<file path="config.mk">
export PLATFORM = sky130hd
export DESIGN_NAME = sgr_ram
export DESIGN_NICKNAME = d
export VERILOG_FILES = /design/src/hw/rtl/sgr_ram.sv
export SDC_FILE = /design/constraint.sdc
export NUM_CORES = 1
export LEC_CHECK = 0
export CAP_MARGIN = 20
export CORE_MARGIN = 4
export CORE_UTILIZATION = 40
export CTS_CLUSTER_DIAMETER = 50
export DETAILED_ROUTE_END_ITERATION = 10
export DONT_BUFFER_PORTS = 1
export PLACE_DENSITY = 0.5
export REMOVE_ABC_BUFFERS = 1
export SYNTH_ARGS = -nofsm -noshare
export SYNTH_HDL_FRONTEND = slang
export SYNTH_SLANG_ARGS = --single-unit
</file>
<file path="constraint.sdc">
create_clock -name clk -period 4.8 [get_ports clk]
set_input_delay 0.48 -clock clk [delete_from_list [all_inputs] [get_ports clk]]
set_output_delay 0.48 -clock clk [all_outputs]
set_load 0.01 [all_outputs]
</file>
<file path="src/hw/rtl/sgr_ram.sv">
// ----------------------------------------------------------------------------
// sgr_ram
// Generic single-write, single-read RAM with registered read data.
// ----------------------------------------------------------------------------
module sgr_ram #(
  parameter int WIDTH = 8,
  parameter int DEPTH = 16,
  localparam int AW = (DEPTH > 1) ? $clog2(DEPTH) : 1
) (
  input  logic             clk,
  input  logic             we,
  input  logic [AW-1:0]    waddr,
  input  logic [WIDTH-1:0] wdata,
  input  logic             re,
  input  logic [AW-1:0]    raddr,
  output logic [WIDTH-1:0] rdata
);

  logic [WIDTH-1:0] mem [DEPTH];

  always_ff @(posedge clk) begin
    if (we) begin
      mem[waddr] <= wdata;
    end
    if (re) begin
      rdata <= mem[raddr];
    end
  end

endmodule

</file>
# Yosys cells after proc, flatten, opt, wreduce, memory -nomap -nowiden
# Memories as Yosys holds them, arrays and structs flattened. A register that Yosys moved wholly into a read port is not among the register bits.
# Index checks and enable logic that the tools add are counted.
# op_classes
muxes	2
# op_table
cell	count
$mux W1	2
# totals
input_bits	19
mem_bits_rw	128
mem_count	1
output_inout_bits	8
regBits	0
# memory_table
name	words	width	read_ports	rd_clocked_by_memory_dff	write_ports	line_no	text
mem	16	8	1	1	1	19	logic [WIDTH-1:0] mem [DEPTH];

# Depth between registers and ports, before layout
# Gate-level depths: netlist (run 1).
# logic_depth
ltp_word	2
depth_mapped	5
ltp_nobuf	3

# Least setup slack after synthesis (run 1)
# Ideal clock, no wire load.
# synth_timing
path_kind	in2reg
start	in waddr[2]
end	mem mem[0][0], enable pin
setup_time_ps	383
path_slack_ps	2827
arrival_ps	1590
required_ps	4417
cell_stages	2
path_cell_list	or3b_2 nor3_1
# synth_lines
item	line_no	text
start, declared	12	input logic [AW-1:0] waddr,
end, declared	19	
# Straight into the memory's write port.

==> flow_summary.json, run 1 <==
{
  "synthDistinctLibCells": 18,
  "cts_tree": "done",
  "p_total_mw": 2.67,
  "required_ps": 4940,
  "synth-seq-cells": 136,
  "vias_per_cell": 5.33,
  "numCtsBuffers": 17,
  "drt-total-wl_um": 10300,
  "drv_slew": 0,
  "die_height_um": 122,
  "final_common_cell": "edfxtp_1",
  "worstSetupPathType": "flop to flop",
  "grt_overflow": 0,
  "drv_cap": 0,
  "drc": 0,
  "p_per_area_nw_per_um2": 448,
  "pin_count": 27,
  "cp-endpoint": "rdata[4]$_DFFE_PP_",
  "gp_congestion": 0.696,
  "clk_pin_slew_ps": 60,
  "ir_drop_mv": 0.214,
  "netlist_area_sq_um": 5230,
  "finalHoldViolations": 0,
  "yosysWarnings": 0,
  "max_slew_margin_pct": 43.8,
  "htree_levels": 4,
  "ctsResizeCount": 0,
  "cts_setup_buffers": 0,
  "wl_per_cell_um": 24.0,
  "die_w_um": 122,
  "coreArea_sq_um": 12700,
  "port-buffer-count": 0,
  "run_status": "finished clean",
  "hpwlAfterDp_um": 6230,
  "async_flop_share_pct": 0,
  "clk_path_buf_depth": 2,
  "synth_cells": 229,
  "grt_util_all_layers_pct": 15.0,
  "max_freq_mhz": 632,
  "fin_util_pct": 46.8,
  "setup_tns_ps": 0,
  "crit_chain": "mux4_1, a22oi_1, nand2_1",
  "die_area_sq_um": 15000,
  "drive_gt1_share_pct": 18.8,
  "rsz0062_at_grt": "no",
  "final_nets": 261,
  "clkLatencyLatePin_ps": 410,
  "grt_max_degree": 33,
  "rrSetupSlack_ps": 3220,
  "dpl.cell_count": 394,
  "num_vias": 2274,
  "whs_ps": 162,
  "synthFlopType": "edfxtp_1",
  "reg2reg_to": "rdata[4]$_DFFE_PP_",
  "drtAntennaViolNets": 0,
  "final_cells": 427,
  "skew_ps": 7.66,
  "hold_path.class": "primary input to flop",
  "worstSetupStartpoint": "mem[8][4]$_DFFE_PP_",
  "root_buffer": "clkbuf_16",
  "layout_min_cycle_time_ps": 1580,
  "cts_hold_buf": 0,
  "yosysSeqAreaShare_pct": 78.1,
  "min_period_over_period_pct": 33.0,
  "drt_pass1_iterations": 4,
  "finalSetupViolCount": 0,
  "start_kind": "flop",
  "crit_path_top_delay_cell": "mux4_1",
  "grt_pass1_wl_um": 15000,
  "worst_setup_path_end_kind": "flop",
  "tightest_slew_ps": 840,
  "hold_start": "wdata[6]",
  "avgSynthCellArea_sq_um": 22.8,
  "worst_path_largest_cell_delay_ps": 530,
  "synth_edf_count": 136,
  "num_antenna_cells": 0,
  "syn2layout_area_growth_pct": 13.9,
  "p_leak_nw": 1.90,
  "reg2reg_depth": 3,
  "clock_sinks": 136,
  "r2r-start": "mem[8][4]$_DFFE_PP_",
  "fp-row-count": 41,
  "cp_max_fo": 1,
  "initial_utilization_pct": 41.1,
  "cp.arrival_ps": 1720,
  "drtIter0Drc": 116,
  "most-common-layout-cells": "edfxtp_1, mux4_2, clkbuf_16, a22oi_1, mux4_1",
  "antenna_found_initial": 0,
  "first_global_vias": 2369
}
synth_stat cells (2+ instances only):
library cell	count	area share [%]
a22oi_1	16	2.3
nor2_1	13	0.93
nand2_1	9	0.65
buf_2	3	0.29
mux4_2	18	7.8
buf_6	3	0.65
nand2b_1	2	0.24
edfxtp_1	136	78
nand3b_1	2	0.29
nor3_1	4	0.38
mux4_1	14	7.0
clkdlybuf4s25_2	3	0.57
where the power goes:
part	internal, mW	leakage [nW]	switching, mW
registers	1.34	1.24	0.00907
logic	0.0380	0.390	0.0348
clock network	0.804	0.277	0.443
total	2.18	1.90	0.486
final cells by class:
class                   instances  area [sq um]
clock inverters                12           133
multi-input cells              83          1060
clock buffers                  20           437
well taps                     172           215
flip-flops and latches        136          4080
repair buffers                  4          30.0
fillers                      1107          6770
logic make-up (layout without fill, tap and decap cells):
group	Yosys count	in the layout	synth area share (%)
mux	32	32	14.8
compound gates	16	16	2.30
flops	136	136	78.1
buf+inv	10	36	1.65
simple gates	35	35	3.14
sequential cells by signal (all words and copies together) (netlist names):
| signal | cells |
|---|---|
| rdata | 8 |
| mem | 128 |
per-stage QoR:
| stage | setup slack, ps | cell area [sq um] |
|---|---|---|
| floorplan | 2830 | 5140 |
| global placement | 2850 | 5380 |
| detailed placement | 2820 | 5380 |
| CTS | 3210 | 5950 |
| global route | 3160 | 5960 |
| finish | 3220 | 5960 |
layer usage:
layer  vias up  wire [um]  part of all wire [%]  GRT usage, %
met2        66       4830                    47          21.3
li1       1008          -                     -             -
met1      1190       4640                    45          21.2
met4         0        161                   1.6          6.51
met5         -          0                     0             0
met3        10        625                   6.1          4.93
worst max-delay path: cells and delay by family (launching register included):
kind	cells	cell delay (ps)
AO/OA/AOI/OAI	1	290
multiplexers	1	530
flip-flops	1	360
AND/OR/NAND/NOR	1	120
worst min path at each step:
| stage | endpoint | slack [ps] | cells after the start |
|---|---|---|---|
| floorplan | mem[0][0]$_DFFE_PP_ | 580 | 0 |
| global placement | mem[7][3]$_DFFE_PP_ | 580 | 0 |
| detailed placement | mem[5][3]$_DFFE_PP_ | 580 | 0 |
| CTS | mem[5][3]$_DFFE_PP_ | 140 | 0 |
| global route | mem[6][3]$_DFFE_PP_ | 140 | 0 |
| finish | mem[14][6]$_DFFE_PP_ | 160 | 0 |
(Power assumes the default switching activity.)
==> inputs of run 2 (changes only) <==
--- a/config.mk
+++ b/config.mk
@@ -11,7 +11,7 @@
 export CTS_CLUSTER_DIAMETER = 50
 export DETAILED_ROUTE_END_ITERATION = 10
 export DONT_BUFFER_PORTS = 1
-export PLACE_DENSITY = 0.5
+export PLACE_DENSITY = 0.52
 export REMOVE_ABC_BUFFERS = 1
 export SYNTH_ARGS = -nofsm -noshare
 export SYNTH_HDL_FRONTEND = slang
==> constraint.sdc (replaced) <==
create_clock -name clk -period 1.4 [get_ports clk]
set_input_delay 0.14 -clock clk [delete_from_list [all_inputs] [get_ports clk]]
set_output_delay 0.14 -clock clk [all_outputs]
set_load 0.01 [all_outputs]
==> run 2 against run 1 <==
Net effect: the run now ends with negative setup slack left; sequential cell count unchanged; clock skew down 1.6 ps; wire length up 0.94%; core utilization up 1.6 points; non-clock buffer count up 21; sequential power rose to 3.4 times the previous value; clock power rose to 3.5 times the previous value; first-iteration DRC count up 91%; combinational power rose to 4.7 times the previous value; sequential share of layout area down 2.2 points; hold slack worse by 56 ps; largest power group unchanged.
==> flow_summary.json, run 2 (synthesis results as in run 1) <==
{
  "run_status": "complete, but fails checks",
  "violations": "negative setup slack",
  "clkLatencyLatePin_ps": 410,
  "worst_setup_path_end_kind": "flop",
  "fp-row-count": 41,
  "die_w_um": 122,
  "final_cells": 448,
  "grt_pass1_wl_um": 15600,
  "nFillCells": 1089,
  "wl_met3_um": 643,
  "clock_sinks": 136,
  "pin_count": 27,
  "grt_util_all_layers_pct": 15.0,
  "largest_register": "mem",
  "cts_tree": "done",
  "p_leak_nw": 1.96,
  "first_global_vias": 2488,
  "die_height_um": 122,
  "dpl.cell_count": 407,
  "drt-total-wl_um": 10300,
  "gp_congestion": 0.682,
  "grt_max_degree": 33,
  "die_area_sq_um": 15000,
  "initial_utilization_pct": 41.1,
  "most-common-layout-cells": "edfxtp_1, mux4_2, clkbuf_16, buf_4, nor2_1",
  "syn2layout_area_growth_pct": 17.8,
  "met2WireLength_um": 4930,
  "drive_gt1_share_pct": 31.2,
  "rsz0062_at_grt": "yes",
  "vias_per_cell": 5.23,
  "highest_layer": "met4",
  "ir_drop_mv": 0.813,
  "drt_pass1_iterations": 5,
  "setup_slack_ps": -5.04,
  "dp_slack_ps": -94.6,
  "p_per_area_nw_per_um2": 1520,
  "final_common_cell": "edfxtp_1",
  "tightest_slew_ps": 937,
  "required_ps": 1560,
  "drtIter0Drc": 221,
  "cp_max_fo": 1,
  "drv_slew": 0,
  "cp.arrival_ps": 1570,
  "max_slew_margin_pct": 37.4,
  "root_buffer": "clkbuf_16",
  "final_nets": 282,
  "num_antenna_cells": 0,
  "coreArea_sq_um": 12700,
  "clk_path_buf_depth": 2,
  "finalHoldViolations": 0,
  "max_freq_mhz": 712,
  "skew_ps": 6.11,
  "num_vias": 2342,
  "worstSetupPathType": "flop to flop",
  "drtAntennaViolNets": 0,
  "largest_reg_flops": 128,
  "min_period_over_period_pct": 100,
  "hpwlAfterDp_um": 6210,
  "wl_per_cell_um": 23.1,
  "port-buffer-count": 0,
  "numCtsBuffers": 17,
  "start_kind": "flop",
  "wl_met1_um": 4650,
  "htree_levels": 4,
  "antenna_found_initial": 0,
  "drv_cap": 0,
  "hold_path.class": "primary input to flop",
  "cts_setup_buffers": 0,
  "clk_pin_slew_ps": 60,
  "drc": 0,
  "grt_overflow": 0,
  "largest_registers": "mem x128, rdata x8",
  "finalSetupViolCount": 1,
  "layout_min_cycle_time_ps": 1410
}
[run 2: cell types whose count changed in the layout (fill, tap and decap cells not counted), moves of 4 or more]
cell,delta
dlygate4sd3_1,+9
a22oi_2,+9
mux4_1,-12
a22oi_1,-9
buf_4,+13
mux4_2,+12
clkinvlp_4,+4
[run 2: path summary, 6_finish.rpt]
kind | startpoint | to | slack (ps) | depth (start not counted)
max | mem[0][6]$_DFFE_PP_ | rdata[6]$_DFFE_PP_ | -5 | 3
min | raddr[1] | rdata[6]$_DFFE_PP_ | 110 | 3
max reg2reg | mem[0][6]$_DFFE_PP_ | rdata[6]$_DFFE_PP_ | -5 | 3
min reg2reg | mem[12][6]$_DFFE_PP_ | rdata[6]$_DFFE_PP_ | 750 | 3
[run 2: power breakdown]
part / total [mW] / switching (mW) / leakage [nW] / internal, mW
combinational: 0.344 / 0.178 / 0.447 / 0.167
clock: 4.37 / 1.59 / 0.272 / 2.78
sequential: 4.63 / 0.0399 / 1.24 / 4.59
[run 2: cell type report]
type	count	area [sq um]	share of cell area, %
timing repair buffer	25	210	3.41
clock buffer	19	433	7.03
tap	172	215	3.50
multi-input combinational	83	1060	17.2
clock inverter	13	155	2.52
sequential	136	4080	66.3
[run 2: per-stage QoR]
| stage | hold slack (ps) | instance area (sq um) | total power, mW | setup TNS, ps | utilization, % |
|---|---|---|---|---|---|
| final | 106 | 6160 | 9.34 | -5.04 | 48.4 |
| after global routing | 94.4 | 6160 | 9.65 | -188 | 48.4 |
| after floorplan | 239 | 5140 | 4.88 | -1860 | - |
| after global placement | 240 | 5480 | 4.96 | -364 | 43.0 |
| after CTS | 83.3 | 6170 | 9.44 | -59.1 | 48.5 |
| after detailed placement | 240 | 5480 | 4.97 | -415 | 43.0 |
[run 2: worst max-delay path, cell delays in order (launching register included)]
cell and delay [ps]:
edfxtp_1 380, mux4_2 470, a22oi_2 230, nand2_1 70
[run 2: routing by layer]
metal,vias up,GRT usage [%]
li1,1037,-
met1,1215,20.8
met2,80,22.5
met3,10,4.06
met4,0,6.51
met5,-,0
[run 2: timing repair]
action	CTS	global route
setup endpoints to repair	6	7
gates resized for setup	14	8
pin swaps	6	1
hold buffers	9	0
hold endpoints to repair	136	0
==> inputs of run 3 (changes only) <==
--- a/config.mk
+++ b/config.mk
@@ -6,12 +6,14 @@
 export NUM_CORES = 1
 export LEC_CHECK = 0
 export CAP_MARGIN = 20
+export CELL_PAD_IN_SITES_DETAIL_PLACEMENT = 1
+export CELL_PAD_IN_SITES_GLOBAL_PLACEMENT = 1
 export CORE_MARGIN = 4
 export CORE_UTILIZATION = 40
 export CTS_CLUSTER_DIAMETER = 50
 export DETAILED_ROUTE_END_ITERATION = 10
 export DONT_BUFFER_PORTS = 1
-export PLACE_DENSITY = 0.52
+export PLACE_DENSITY = 0.58
 export REMOVE_ABC_BUFFERS = 1
 export SYNTH_ARGS = -nofsm -noshare
 export SYNTH_HDL_FRONTEND = slang
==> run 3 against run 2 <==
Net effect: the flow still finishes with violations (negative setup slack); sequential power about the same; die area unchanged; global-route usage up 0.91 points; total power up 2.7%; wire length up 3.8%; critical path type unchanged; sequential cell count unchanged; design area up 0.69%.
==> flow_summary.json, run 3 (synthesis results as in run 1) <==
{
  "final_common_cell": "edfxtp_1",
  "setup_slack_ps": -31.4,
  "drtIter0Drc": 193,
  "grt_pass1_wl_um": 16500,
  "die_w_um": 122,
  "antenna_found_initial": 0,
  "drt_pass1_iterations": 4,
  "whs_ps": 100,
  "worstSetupPathType": "flop to flop",
  "crit_path_top_delay_cell": "mux4_2",
  "port-buffer-count": 0,
  "grt_overflow": 0,
  "min_period_over_period_pct": 102,
  "grt_util_all_layers_pct": 15.9,
  "p_per_area_nw_per_um2": 1550,
  "start_kind": "flop",
  "initial_utilization_pct": 41.1,
  "run_status": "complete, but fails checks",
  "p_leak_nw": 1.99,
  "r2r-start": "mem[0][4]$_DFFE_PP_",
  "hpwlAfterDp_um": 6420,
  "max_freq_mhz": 699,
  "first_global_vias": 2635,
  "final_nets": 282,
  "rsz0062_at_grt": "yes",
  "ir_drop_mv": 0.771,
  "clk_pin_slew_ps": 60,
  "cts_tree": "done",
  "max_slew_margin_pct": 38.6,
  "largest_reg_flops": 128,
  "root_buffer": "clkbuf_16",
  "largest_registers": "mem x128, rdata x8",
  "violations": "negative setup slack",
  "wl_per_cell_um": 24.0,
  "syn2layout_area_growth_pct": 18.6,
  "dp_slack_ps": -145,
  "vias_per_cell": 5.36,
  "fp-row-count": 41,
  "drc": 0,
  "clock_sinks": 136,
  "drtAntennaViolNets": 0,
  "skew_ps": 4.01,
  "coreArea_sq_um": 12700,
  "die_area_sq_um": 15000,
  "crit_chain": "mux4_2, a22oi_2, nand2_1",
  "gp_congestion": 0.671,
  "drv_slew": 0,
  "cp_max_fo": 1,
  "drt-total-wl_um": 10700,
  "drive_gt1_share_pct": 31.5,
  "hold_path.class": "primary input to flop",
  "finalHoldViolations": 0,
  "clkLatencyLatePin_ps": 420,
  "tightest_slew_ps": 919,
  "worst_path_largest_cell_delay_ps": 470,
  "reg2reg_depth": 3,
  "num_antenna_cells": 0,
  "htree_levels": 4,
  "min_path_cells": 2,
  "pin_count": 27,
  "critPathBufInv": 0,
  "cp.arrival_ps": 1600,
  "most-common-layout-cells": "edfxtp_1, mux4_2, clkbuf_16, buf_4, nor2_1",
  "worst_setup_path_end_kind": "flop",
  "hold_start": "waddr[0]",
  "place_area_sq_um": 5480,
  "largest_register": "mem",
  "reg2reg_to": "rdata[4]$_DFFE_PP_",
  "required_ps": 1570,
  "drv_cap": 0,
  "die_height_um": 122,
  "numCtsBuffers": 17,
  "layout_min_cycle_time_ps": 1430,
  "cts_setup_buffers": 0,
  "rrSetupSlack_ps": -30,
  "min_to": "mem[4][5]$_DFFE_PP_",
  "finalSetupViolCount": 4,
  "grt_max_degree": 33,
  "num_vias": 2403,
  "clk_path_buf_depth": 2,
  "path_delay_family": "multiplexers",
  "final_area_sq_um": 6200
}
==> run 3: power breakdown <==
part	internal (mW)	switching (mW)	leakage, nW
combinational	0.166	0.184	0.459
sequential	4.59	0.0380	1.24
clock	2.84	1.78	0.292
==> run 3: metrics by stage <==
| step | total power, mW | util, % | std cells | TNS [ps] |
|---|---|---|---|---|
| after floorplan | 4.88 | - | 219 | -1860 |
| after global placement | 4.97 | 43.0 | 407 | -511 |
| after detailed placement | 4.97 | 43.0 | 407 | -613 |
| after CTS | 9.69 | 48.7 | 448 | -153 |
| after global routing | 9.92 | 48.7 | 448 | -364 |
| final | 9.60 | 48.7 | 448 | -65.3 |
==> run 3: how the worst max path moves through the flow <==
stage	from	endpoint	slack, ps	cells after the start
final	mem[0][4]$_DFFE_PP_	rdata[4]$_DFFE_PP_	-30	3
after global routing	mem[0][4]$_DFFE_PP_	rdata[4]$_DFFE_PP_	-90	3
after CTS	mem[0][4]$_DFFE_PP_	rdata[4]$_DFFE_PP_	-60	3
after detailed placement	mem[0][4]$_DFFE_PP_	rdata[4]$_DFFE_PP_	-140	3
after global placement	mem[3][4]$_DFFE_PP_	rdata[4]$_DFFE_PP_	-130	3
after floorplan	waddr[2]	mem[0][0]$_DFFE_PP_	-230	2
==> run 3: layer usage <==
| layer | global-route usage (%) | routed length (um) |
|---|---|---|
| met5 | 0 | 0 |
| met4 | 6.93 | 227 |
| met3 | 4.42 | 380 |
| met2 | 24.0 | 5140 |
| met1 | 21.9 | 4990 |
==> run 3: final cells by class <==
cell class                      count  area [sq um]
Clock inverter                     15           191
Fill cell                        1185          6520
Sequential cell                   136          4080
Timing Repair Buffer               25           210
Clock buffer                       17           425
Multi-Input combinational cell     83          1070
Tap cell                          172           215
==> run 3: repair_timing <==
action / 4_1_cts / 5_1_grt
hold endpoints to repair: 136 / 0
pin swaps: 10 / 5
endpoints found under the setup margin: 7 / 8
gates resized for setup: 16 / 4
hold buffers: 9 / 0
